`src/design/kufa_pkg.sv`:
```
package kufa_pkg;

    localparam int NODES_DEFAULT = 1024;

    localparam int CMD_W    = 2;
    localparam int NODE_W   = 10;
    localparam int WEIGHT_W = 32;
    localparam int COST_W   = 48;
    localparam int COUNT_W  = 11;

    localparam int IN_TDATA_W  = 56;
    localparam int OUT_TDATA_W = 64;

    localparam logic [COUNT_W-1:0] NODE_COUNT_RESET = 11'd1024;
    localparam logic [COST_W-1:0]  COST_MAX         = '1;

    localparam logic [CMD_W-1:0] CMD_CLEAR_FOREST = 2'd0;
    localparam logic [CMD_W-1:0] CMD_EDGE         = 2'd1;
    localparam logic [CMD_W-1:0] CMD_CLEAR_COST   = 2'd2;

    // Parent table write sources.
    localparam logic [1:0] WR_CLEAR    = 2'd0;
    localparam logic [1:0] WR_COMPRESS = 2'd1;
    localparam logic [1:0] WR_LINK     = 2'd2;

    typedef struct packed {
        logic       capture;
        logic       clear_forest;
        logic       clear_cost;
        logic       merge;
        logic       load_cur;
        logic       cur_from_data;
        logic       start_side;
        logic       root_side;
        logic       set_root;
        logic       wr_en;
        logic [1:0] wr_sel;
        logic       sweep_step;
        logic       out_load;
    } dp_cmd_t;

    typedef struct packed {
        logic [CMD_W-1:0] item_cmd;
        logic             in_range;
        logic             data_is_cur;
        logic             start_a_is_cur;
        logic             start_b_is_cur;
        logic             data_is_root;
        logic             roots_differ;
        logic             sweep_done;
        logic             out_free;
    } dp_status_t;

endpackage

```
`src/design/kufa_ctrl.sv`:
```
module kufa_ctrl (
    input  logic                 clk,
    input  logic                 rst_n,
    input  logic                 s_axis_tvalid,
    output logic                 s_axis_tready,
    input  kufa_pkg::dp_status_t status,
    output kufa_pkg::dp_cmd_t    cmd
);
    import kufa_pkg::*;

    localparam logic [3:0] S_RST_SWEEP = 4'd0;
    localparam logic [3:0] S_IDLE      = 4'd1;
    localparam logic [3:0] S_DECODE    = 4'd2;
    localparam logic [3:0] S_SWEEP     = 4'd3;
    localparam logic [3:0] S_FIND      = 4'd4;
    localparam logic [3:0] S_COMP      = 4'd5;
    localparam logic [3:0] S_LINK      = 4'd6;
    localparam logic [3:0] S_FINISH    = 4'd7;

    logic [3:0] state_reg;
    logic [3:0] state_next;
    logic       side_reg;
    logic       side_next;
    logic       start_is_cur;

    assign start_is_cur = side_reg ? status.start_b_is_cur : status.start_a_is_cur;

    always_comb
    begin
        cmd           = '0;
        state_next    = state_reg;
        side_next     = side_reg;
        s_axis_tready = 1'b0;
        unique case (state_reg) inside
            S_RST_SWEEP, S_SWEEP:
            begin
                if (status.sweep_done)
                begin
                    state_next = (state_reg == S_SWEEP) ? S_FINISH : S_IDLE;
                end
                else
                begin
                    cmd.wr_en      = 1'b1;
                    cmd.wr_sel     = WR_CLEAR;
                    cmd.sweep_step = 1'b1;
                end
            end
            S_IDLE:
            begin
                s_axis_tready = 1'b1;
                if (s_axis_tvalid)
                begin
                    cmd.capture = 1'b1;
                    state_next  = S_DECODE;
                end
            end
            S_DECODE:
            begin
                unique case (status.item_cmd)
                    CMD_CLEAR_FOREST:
                    begin
                        cmd.clear_forest = 1'b1;
                        state_next       = S_SWEEP;
                    end
                    CMD_CLEAR_COST:
                    begin
                        cmd.clear_cost = 1'b1;
                        state_next     = S_FINISH;
                    end
                    CMD_EDGE:
                    begin
                        if (status.in_range)
                        begin
                            cmd.load_cur = 1'b1;
                            side_next    = 1'b0;
                            state_next   = S_FIND;
                        end
                        else
                        begin
                            state_next = S_FINISH;
                        end
                    end
                    default:
                    begin
                        state_next = S_FINISH;
                    end
                endcase
            end
            S_FIND:
            begin
                cmd.root_side = side_reg;
                if (status.data_is_cur)
                begin
                    cmd.set_root = 1'b1;
                    if (!start_is_cur)
                    begin
                        // Walk the path again from the endpoint and point it at the root.
                        cmd.load_cur   = 1'b1;
                        cmd.start_side = side_reg;
                        state_next     = S_COMP;
                    end
                    else if (!side_reg)
                    begin
                        cmd.load_cur   = 1'b1;
                        cmd.start_side = 1'b1;
                        side_next      = 1'b1;
                    end
                    else
                    begin
                        state_next = S_LINK;
                    end
                end
                else
                begin
                    cmd.load_cur      = 1'b1;
                    cmd.cur_from_data = 1'b1;
                end
            end
            S_COMP:
            begin
                cmd.root_side = side_reg;
                cmd.wr_en     = 1'b1;
                cmd.wr_sel    = WR_COMPRESS;
                if (!status.data_is_root)
                begin
                    cmd.load_cur      = 1'b1;
                    cmd.cur_from_data = 1'b1;
                end
                else if (!side_reg)
                begin
                    cmd.load_cur   = 1'b1;
                    cmd.start_side = 1'b1;
                    side_next      = 1'b1;
                    state_next     = S_FIND;
                end
                else
                begin
                    state_next = S_LINK;
                end
            end
            S_LINK:
            begin
                if (status.roots_differ)
                begin
                    cmd.wr_en  = 1'b1;
                    cmd.wr_sel = WR_LINK;
                    cmd.merge  = 1'b1;
                end
                state_next = S_FINISH;
            end
            S_FINISH:
            begin
                if (status.out_free)
                begin
                    cmd.out_load = 1'b1;
                    state_next   = S_IDLE;
                end
            end
            default:
            begin
                state_next = S_IDLE;
            end
        endcase
    end

    always_ff @(posedge clk or negedge rst_n)
    begin
        if (!rst_n)
        begin
            state_reg <= S_RST_SWEEP;
            side_reg  <= 1'b0;
        end
        else
        begin
            state_reg <= state_next;
            side_reg  <= side_next;
        end
    end

endmodule

```
`config.mk`:
```
export PLATFORM = sky130hd
export DESIGN_NAME = kufa_ctrl
export DESIGN_NICKNAME = d
export VERILOG_FILES = /design/src/design/kufa_pkg.sv /design/src/design/kufa_ctrl.sv
export SDC_FILE = /design/constraint.sdc
export NUM_CORES = 1
export LEC_CHECK = 0
export BUFFER_PORTS_ARGS = -buffer_cell sky130_fd_sc_hd__buf_2
export CAP_MARGIN = 0
export CELL_PAD_IN_SITES_DETAIL_PLACEMENT = 1
export CELL_PAD_IN_SITES_GLOBAL_PLACEMENT = 2
export CORE_UTILIZATION = 24
export DETAILED_ROUTE_END_ITERATION = 12
export PLACE_DENSITY_LB_ADDON = 0.1
export SYNTH_ARGS = -nofsm -noshare
export SYNTH_HDL_FRONTEND = slang
export SYNTH_SLANG_ARGS = --single-unit
```
`constraint.sdc`:
```
create_clock -name clk -period 4 [get_ports clk]
set_input_delay 0.2 -clock clk [delete_from_list [all_inputs] [get_ports clk]]
set_output_delay 0.2 -clock clk [all_outputs]
set_load 0.02 [all_outputs]
```
# Word level (Yosys, flattened, before mapping)
# Cells that the tools add are included.
[word_totals] reg_bits=5 output_inout_bits=15 elab_cells=74
[op_classes] n_eq_ne=18 mux=48 n_reduce_logical=6
[op_table] op="$mux W4" count=8
[op_table] op="$mux W1" count=29
[op_table] op="$pmux W4 S7" count=1
[op_table] op="$eq A4 B3 Y1 const B" count=4
[op_table] op="$ne A2 B2 Y1 const B" count=7
[op_table] op="$reduce_and A6 Y1" count=2
[op_table] op="$pmux W3 S3" count=1
[op_table] op="$eq A4 B2 Y1 const B" count=2
[op_table] op="$pmux W4 S2" count=1
[op_table] op="$mux W2" count=3
[op_table] op="$mux W3" count=2
[op_table] op="$pmux W1 S3" count=2
[op_table] op="$pmux W3 S2" count=1
[op_table] op="$eq A4 B1 Y1 const B" count=1
[op_table] op="$logic_not A4 Y1" count=1
[op_table] op="$ne A3 B3 Y1 const B" count=1
[op_table] op="$reduce_bool A3 Y1" count=1
[op_table] op="$eq A2 B1 Y1 const B" count=1
[op_table] op="$eq A2 B2 Y1 const B" count=1
[op_table] op="$logic_not A2 Y1" count=1
[op_table] op="$ne A2 B1 Y1 const B" count=1
[op_table] op="$reduce_or A2 Y1" count=1

# Longest topological paths before layout
# Gate-level depths: netlist of the first run.
[depth] word_depth=4 depth_mapped=6 mapped_depth_nobuf=6

# Least setup slack after synthesis of the first run
# OpenSTA, ideal clock, no wires.
[synth_path] path_type="register -> output" from="register state_reg[2]" to="output port cmd[4] (netlist bit)" arrival_time_ps=1640 slack_ps=2160 path_stages_with_launch=4 n_path_buf=1 cell_sequence="dfrtp_1 -> buf_2 -> nor4_1 -> or3_1"
[synth_lines] item="start: declaration" line_no="kufa_ctrl.sv:20" text="logic [3:0] state_reg;"
[synth_lines] item="start signal: assignment" line_no="kufa_ctrl.sv:175" text="state_reg <= state_next;"
[synth_lines] item="end: declaration" line_no="kufa_ctrl.sv:7" text="output kufa_pkg::dp_cmd_t cmd"

==> results of run 1 <==
## layout make-up
cell class,count,share of cell area
multi-input cells,60,0.560
repair buffers,28,0.202
flip-flops and latches,4,0.139
well taps,27,0.0470
clock buffers,3,0.0313
inverters,4,0.0209
## cell usage after synthesis (2+ instances only)
cell / instances
a211oi_1: 2
a21oi_1: 6
and2_1: 2
and3_1: 3
buf_2: 2
dfrtp_1: 4
inv_1: 3
nand2_1: 9
nand3b_1: 2
nor2_1: 5
nor2b_1: 3
nor4_1: 3
or3_1: 2
## path summary, 6_finish.rpt
check | start | end
max in group asynchronous | rst_n | state_reg[2]
min reg2reg | side_reg | side_reg
max reg2reg | state_reg[0] | state_reg[1]
max | state_reg[0] | cmd[4]
min | rst_n | state_reg[0]
min in group clk | status[0] | state_reg[1]
## power groups by stage
stage | clock, mW | combinational, mW | sequential (mW)
floorplan | 0 | 0.282 | 0.0806
global placement | 0 | 0.316 | 0.131
detailed placement | 0 | 0.314 | 0.131
CTS | 0.0549 | 0.316 | 0.130
global route | 0.0589 | 0.348 | 0.138
finish | 0.0534 | 0.312 | 0.130
## metal layers
metal | global-route usage | up-vias
met4 | 0.0571 | 0
li1 | - | 318
met2 | 0.232 | 22
met1 | 0.206 | 291
met5 | 0 | -
met3 | 0.0370 | 2
## critical path, delay by kind of cell, from the launching register on
kind	cells	cell delay (ps)
flip-flops	1	800
AND/OR/NAND/NOR	3	730
buffers and inverters	1	160
## per-stage QoR
stage                     instance area, um^2  instances  hold slack [ps]
after global routing                      719        126              314
after detailed placement                  687        122             8.76
after CTS                                 719        126              281
final                                     719        126              284
after global placement                    687        122             5.56
after floorplan                           547         72            -95.6
## cells by family after synthesis
family          after synthesis  share of synthesized area
simple gates                 36                      0.373
compound gates               20                      0.275
buf+inv                       8                     0.0801
flops                         4                      0.183
mux                           3                     0.0664
fa+ha+maj                     1                     0.0229
==> key figures, run 1 <==
Pwr
  • Seq pwr share: 0.262
  • Logic pwr share: 0.630
  • Clock Power Share: 0.108
  • Switching pwr: about 0.27 mW
  • Total power: just under 0.5 mW
  • Internal: approximately 0.23 mW
  • Lkg Pwr: between 0.3 and 0.4 nW
  • Power Density: just under 700 nW/um^2
  • Switching Fraction: 0.540
  • Worst vdd ir: between 0.0002 and 0.0003 V

Yosys
  • Avg Cell Area, Syn: around 7.6 um^2
  • Post-synth cell types: 39
  • Number of flops mapped to enable cells by yosys: 0
  • Post-synth top area cell: dfrtp_1
  • Number of synthesized register bits: 4
  • Post-synthesis sequential area ratio: 0.183
  • Async SR Flop Fraction: 1.00
  • Post-synth top area share: 0.183
  • Yosys Warn Count: 0
  • Synth area leaders: dfrtp_1, nand2_1, a21oi_1
  • Synth Flop Type: dfrtp_1
  • Post-Synthesis Cells: ~70
  • Synth Cell Area: 547 um^2
  • Syn nets: 86

Timing
  • Tightest Pin Transition: slightly above 700 ps
  • Tcrit/Tclk final: 0.534
  • Final TNS setup: 0 ps
  • Max Slew Vio Count: 0
  • Max-slew headroom: 0.522
  • Setup ws final: ~1900 ps
  • Peak Freq: ~0.47 GHz
  • RSZ-0062 raised after global routing: no
  • Final hold violation count: 0
  • Final setup skew: 8.43 ps
  • Final setup fails: 0
  • Tmin final: 2130 ps

Routing
  • Final WL: 1690 um
  • Met2 wire length: about 720 um
  • First-pass DRT Iterations: 4
  • Wire per inst: 13.4 um
  • Via count: approximately 630
  • Top routing layer used: met4
  • Met3 WL: 83 um
  • Vias per inst: 5.02
  • Remaining DRCs: 0
  • Met1 WL: between 800 and 900 um
  • Post-route ant nets: 0
  • 1st-iter DRT viols: 3

Critical path
  • Max incr delay on CP: approximately 800 ps
  • Crit-path slowest cell: dfrtp_1
  • R2R setup slack: between 2000 and 2500 ps
  • Worst Setup End Kind: primary output
  • CP startpoint kind: register
  • Critical path class: register to primary output
  • CP max FO: 25
  • Critical path, cell by cell: nor2_1, and3_1, or3_1, buf_2
  • Register-to-Register Path Depth: 4
  • CP required: between 3000 and 4000 ps
  • Crit path arrival time: about 1900 ps

Final layout
  • Commonest non-fill, non-tap cell in the layout: buf_2
  • Most frequent cells in the layout: buf_2, nand2_1, a21oi_1
  • Area of the multi-input gates: between 400 and 500 um^2
  • Number of antenna diodes: 0
  • Fillcell total: approximately 280
  • Fin util: 0.352
  • Share of layout cells above drive strength 1: 0.374
  • Fin nets: 115
  • Layout area overhead: 31.6%
  • FF+latch area: 100 um^2
  • Max reg flops: 3

CTS
  • Clk pin slew, worst setup/hold paths: 40 ps
  • Buffer type at the clock tree root: clkbuf_4
  • # Post-CTS Setup Buffers: 0
  • Hold Buf Count CTS: 1
  • Inserted Clock Buffers: 3
  • Clk Latency, worst-skew pair: roughly 250 ps
  • Max clock buf depth: 2
  • Number of H-tree levels: 1
  • Sink Count: 4
  • TritonCTS clock tree: done
  • Post-CTS Resized: 0

Floorplanning
  • Initial core utilization: 0.268
  • Die X: ~50 um
  • Core area: between 2000 and 2500 um^2
  • Die H: just under 50 um
  • Die area: between 2000 and 2500 um^2
  • I/O pin count: 28
  • FP Rows: 16

Worst hold path
  • HP Class: input port to asynchronous set/reset pin

Run status
  • Status: complete, no violations

GRT
  • Antenna violations before repair: 0
  • Total track usage: 0.153
  • First-pass GRT wire length: about 2900 um
  • Largest net degree at the start of global routing: 26
  • GRT overflow: 0
  • Vias in the first global route: between 500 and 600

Placement
  • Post-Place Worst Slack: ~2100 ps
  • Hpwl dp: ~1300 um
  • Buffers on Ports: 27
  • Routability Congestion: about 0.72

Run
  • Max-cap violations: 0
(Power assumes the default switching activity.)
==> run 2: changes to the inputs <==
Settings changed: ABC_AREA set to 1, CORE_UTILIZATION 24 to 18.
Clock period 4 ns to 1.81 ns, I/O delays scaled along.
==> run 2 against run 1 <==
The flow now finishes with violations (design-rule violations). Sequential share of layout area fell by 0.60 points. Critical path depth is 3 higher. Register-to-register slack got worse by 1900 ps. Clock skew decreased by 8.3 ps. Cell count is 29% higher. Critical endpoint is now cmd[7].
==> key figures, run 2 <==
Critical path
  • Critical path class: register to primary output
  • CP startpoint kind: register
  • CP required: ~1700 ps
  • Worst Setup End Kind: primary output
  • CP max FO: 6
  • Crit-path slowest cell: dfrtp_1
  • Max incr delay on CP: roughly 440 ps
  • Worst path most repeated cell: nand2_1
  • Crit path arrival time: roughly 1500 ps
  • Critical path, cell by cell: inv_1, nand2_1, nand2_1, ha_1, nand2_1, o21ai_0, buf_2

Yosys
  • Post-Synthesis Cells: 100
  • Synth Flop Type: dfrtp_1
  • Post-synth cell types: 19
  • Post-synthesis sequential area ratio: 0.184
  • Post-synth top area share: 0.235
  • Number of flops mapped to enable cells by yosys: 0
  • Post-synth top area cell: nand2_1
  • Async SR Flop Fraction: 1.00
  • Avg Cell Area, Syn: between 5 and 6 um^2
  • Commonest cells post-synth: nand2_1, nor2_1, inv_1, nand3_1, dfrtp_1
  • Synth Cell Area: roughly 540 um^2
  • Syn nets: 114
  • Synth area leaders: nand2_1, dfrtp_1, nor2_1
  • Yosys Warn Count: 0
  • Number of synthesized register bits: 4
  • Count leader, synth: nand2_1

Routing
  • Final WL: approximately 1800 um
  • Remaining DRCs: 5
  • Wire per inst: between 10 and 15 um
  • Vias per inst: between 4 and 5
  • 1st-iter DRT viols: 13
  • First-pass DRT Iterations: 8
  • Post-route ant nets: 0
  • Via count: between 700 and 800

Floorplanning
  • Die X: between 50 and 60 um
  • Die H: around 57 um
  • I/O pin count: 28
  • Core area: 2810 um^2
  • FP Rows: 19
  • Die area: approximately 3200 um^2
  • Initial core utilization: 0.194

CTS
  • # Post-CTS Setup Buffers: 0
  • TritonCTS clock tree: done
  • Max clock buf depth: 2
  • Clk Latency, worst-skew pair: 230 ps
  • Number of H-tree levels: 1
  • Buffer type at the clock tree root: clkbuf_4
  • Inserted Clock Buffers: 3
  • Clk pin slew, worst setup/hold paths: 40 ps
  • Sink Count: 4

Timing
  • RSZ-0062 raised after global routing: no
  • Setup ws final: between 150 and 200 ps
  • Tightest Pin Transition: between 200 and 300 ps
  • Tmin final: 1630 ps
  • Max-slew headroom: 0.823
  • Final hold violation count: 0
  • Tcrit/Tclk final: 0.899
  • Final TNS setup: 0 ps
  • Max Slew Vio Count: 0
  • Final setup fails: 0
  • Final setup skew: 0.163 ps
  • Peak Freq: slightly above 0.6 GHz

Pwr
  • Worst vdd ir: 0.000592 V
  • Power Density: about 1800 nW/um^2
  • Lkg Pwr: 0.479 nW
  • Total power: around 1.4 mW

Run
  • Max-cap violations: 0

Final layout
  • Max reg flops: 3
  • Share of layout cells above drive strength 1: 0.298
  • Finished Layout Cells: between 150 and 200
  • Most frequent cells in the layout: nand2_1, buf_2, nor2_1
  • Layout area overhead: 38.5%
  • Area of the multi-input gates: between 300 and 400 um^2
  • Fin nets: 147
  • Commonest non-fill, non-tap cell in the layout: nand2_1
  • FF+latch area: ~100 um^2
  • Fillcell total: about 380
  • Number of antenna diodes: 0

Run status
  • Failing checks: design-rule violations
  • Status: finished, violations left

GRT
  • GRT met1 Usage: 0.168
  • Largest net degree at the start of global routing: 9
  • Antenna violations before repair: 0
  • Met3 GRT Util: 0.0230
  • GRT overflow: 0
  • First-pass GRT wire length: between 3000 and 4000 um
  • Total track usage: 0.126
  • Gr busiest metal: met2
  • M2 GR Usage: 0.200
  • Vias in the first global route: ~730

Placement
  • Hpwl dp: about 1600 um
  • Buffers on Ports: 27
  • Placed cells: between 150 and 200
  • Routability Congestion: about 0.74
  • Post-Place Worst Slack: roughly 340 ps

Worst hold path
  • HP Class: input port to asynchronous set/reset pin
## run 2: cell count changes after synthesis, moves of 2 or more
cell / delta
nand3_1: +12
nor2_1: +14
inv_1: +12
a21oi_1: -6
and3_1: -3
and2_1: -2
buf_2: -2
nor4_1: -3
nand3b_1: -2
nand2_1: +25
a211oi_1: -2
or3_1: -2
o21ai_0: +2
nor2b_1: -3
## run 2: worst max-delay path, delay by kind of cell, from the launching register on
family,cells,cell delay (ps)
compound gates,1,70
fa+ha+maj,1,290
buf+inv,2,300
flops,1,440
simple gates,3,200
## run 2: stage by stage
step | utilization | hold WS, ps | instance area, um^2
after floorplan | - | -205 | 543
after CTS | 0.267 | 185 | 749
after global placement | 0.256 | -103 | 717
final | 0.268 | 196 | 752
after detailed placement | 0.256 | -102 | 717
after global routing | 0.268 | 182 | 752
## run 2: path summary, 6_finish.rpt
check	startpoint	to	slack [ps]	depth (start not counted)
setup / recovery	side_reg	cmd[7]	180	7
setup reg to reg	state_reg[0]	state_reg[0]	410	7
min in group clk	status[1]	state_reg[1]	300	5
hold reg to reg	side_reg	side_reg	600	2
max in group asynchronous	rst_n	state_reg[0]	1500	2
hold / removal	rst_n	side_reg	200	2
## run 2: final cells by class
| type | instances | area share |
|---|---|---|
| timing repair buffer | 29 | 0.203 |
| inverter | 16 | 0.0799 |
| clock buffer | 3 | 0.0300 |
| tap | 31 | 0.0516 |
| multi-input combinational | 79 | 0.502 |
| sequential | 4 | 0.133 |
## run 2: layer usage
metal  wire length, um  share of wire  vias to the layer above
li1                  -              -                      372
met1               917           0.50                      328
met2               857           0.47                       11
met3                48          0.026                        0
met4                 0              0                        0
met5                 0              0                        -
## run 2: report_power, final
part	switching [mW]	internal, mW	total, mW
Clock	0.0325	0.0739	0.106
Sequential	0.0882	0.139	0.227
Combinational	0.695	0.342	1.04
Total	0.816	0.555	1.37
## run 2: kinds of logic after synthesis
logic type      share of synthesized area
compound gates                     0.0737
fa+ha+maj                          0.0230
simple gates                        0.594
flops                               0.184
buf+inv                             0.124
## run 2: what timing repair did
| action | 4_1_cts | 5_1_grt |
|---|---|---|
| hold buffers | 1 | 0 |
| setup endpoints to repair | 0 | 1 |
| resized for setup | 0 | 1 |
| endpoints found under the hold margin | 4 | 0 |
==> run 3: changes to the inputs <==
Settings changed: PLACE_DENSITY set to 0.75, PLACE_DENSITY_LB_ADDON 0.1 to not set.
==> run 3 against run 2 <==
The flow still finishes with violations (design-rule violations). Cell area unchanged. Worst hold slack got worse by 9.3 ps. Critical path depth down 1. Clock skew increased by 1.1 ps. Largest cell class unchanged. Clock power is 4% higher. Wire length decreased by 9.1%. Largest power group unchanged.
==> key figures, run 3 (synthesized netlist as in run 2, its figures left out) <==
Timing
  • Peak Freq: approximately 0.63 GHz
  • Final setup skew: between 1 and 1.5 ps
  • Tightest Pin Transition: ~240 ps
  • Tmin final: 1590 ps
  • Max-slew headroom: 0.837
  • Setup ws final: around 220 ps
  • Final setup fails: 0
  • Final hold violation count: 0
  • Final TNS setup: 0 ps
  • Max Slew Vio Count: 0
  • Tcrit/Tclk final: 0.879
  • RSZ-0062 raised after global routing: no

CTS
  • Clk pin slew, worst setup/hold paths: 40 ps
  • Buffer type at the clock tree root: clkbuf_4
  • Sink Count: 4
  • TritonCTS clock tree: done
  • Max clock buf depth: 2
  • Inserted Clock Buffers: 3
  • # Post-CTS Setup Buffers: 0
  • Number of H-tree levels: 1
  • Clk Latency, worst-skew pair: about 230 ps

GRT
  • Largest net degree at the start of global routing: 9
  • GRT overflow: 0
  • Total track usage: 0.115
  • Vias in the first global route: approximately 720
  • First-pass GRT wire length: ~3000 um
  • Antenna violations before repair: 0

Floorplanning
  • Die area: 3240 um^2
  • Die X: 56.9 um
  • FP Rows: 19
  • I/O pin count: 28
  • Core area: about 2800 um^2
  • Die H: about 57 um
  • Initial core utilization: 0.194

Routing
  • Remaining DRCs: 2
  • Post-route ant nets: 0
  • Final WL: about 1700 um
  • First-pass DRT Iterations: 8
  • 1st-iter DRT viols: 13
  • Via count: a little over 700
  • Wire per inst: approximately 10 um
  • Vias per inst: between 4 and 5

Final layout
  • Most frequent cells in the layout: nand2_1, buf_2, nor2_1
  • Fin util: 0.268
  • Layout area overhead: 38.5%
  • Fillcell total: about 380
  • Share of layout cells above drive strength 1: 0.298
  • Fin nets: about 150
  • Max reg flops: 3
  • Commonest non-fill, non-tap cell in the layout: nand2_1
  • Number of antenna diodes: 0

Pwr
  • Lkg Pwr: roughly 0.48 nW
  • Clock Power Share: 0.081
  • Total power: 1.35 mW
  • Power Density: 1800 nW/um^2
  • Logic pwr share: 0.757
  • Seq pwr share: 0.162
  • Worst vdd ir: 0.000512 V
  • Switching pwr: between 0.7 and 0.8 mW
  • Internal: 0.553 mW
  • Switching Fraction: 0.591

Placement
  • Buffers on Ports: 27
  • Post-Place Worst Slack: between 400 and 500 ps
  • Routability Congestion: between 0.8 and 0.9
  • Hpwl dp: 1480 um

Worst hold path
  • HP Class: input port to asynchronous set/reset pin

Critical path
  • Crit path arrival time: approximately 1500 ps
  • CP startpoint kind: register
  • Critical path class: register to primary output
  • CP required: about 1700 ps
  • Worst Setup End Kind: primary output
  • CP max FO: 7

Run status
  • Failing checks: design-rule violations
  • Status: finished, violations left

Run
  • Max-cap violations: 0
run 3: per-stage QoR:
step / std cells / cell area, um^2 / hold WS, ps
CTS: 162 / 749 / 179
global route: 162 / 752 / 194
finish: 162 / 752 / 187
detailed placement: 158 / 717 / -97.9
floorplan: 100 / 543 / -205
global placement: 158 / 717 / -103
run 3: layout make-up:
class / count / area [um^2] / area share
repair buffers: 29 / 153 / 0.203
well taps: 31 / 38.8 / 0.0516
clock buffers: 3 / 22.5 / 0.0300
multi-input cells: 79 / 378 / 0.502
flip-flops and latches: 4 / 100 / 0.133
inverters: 16 / 60.1 / 0.0799
run 3: power by group through the flow:
stage,Combinational [mW],Sequential [mW],Clock (mW)
2_1_floorplan,0.776,0.189,0
6_report,1.02,0.219,0.110
4_1_cts,1.04,0.219,0.118
3_5_place_dp,1.04,0.220,0
3_3_place_gp,1.04,0.218,0
5_1_grt,1.18,0.230,0.125
run 3: repair_timing:
action	CTS	global route
hold buffers	1	0
endpoints found under the setup margin	0	1
gates resized for setup	0	1
hold endpoints to repair	4	0
run 3: path summary, 6_finish.rpt:
check	start	to	slack, ps	depth (start not counted)
min in group clk	status[1]	state_reg[1]	300	5
max reg2reg	state_reg[0]	state_reg[0]	420	7
min	rst_n	state_reg[1]	190	2
max	state_reg[1]	cmd[7]	220	6
max in group asynchronous	rst_n	state_reg[0]	1500	2
min reg2reg	side_reg	side_reg	580	2
run 3: critical path, stage by stage (launching register included):
cell,delay (ps)
dfrtp_1,450
inv_1,140
nand2_1,150
nor2_2,140
nand2_1,70
o21ai_0,130
buf_2,180
run 3: routing by layer:
metal | up-vias | track usage | wire [um]
li1 | 376 | - | -
met1 | 321 | 0.142 | 730
met2 | 10 | 0.205 | 865
met3 | 2 | 0.00691 | 46
met4 | 0 | 0.0523 | 14
met5 | - | 0 | 0
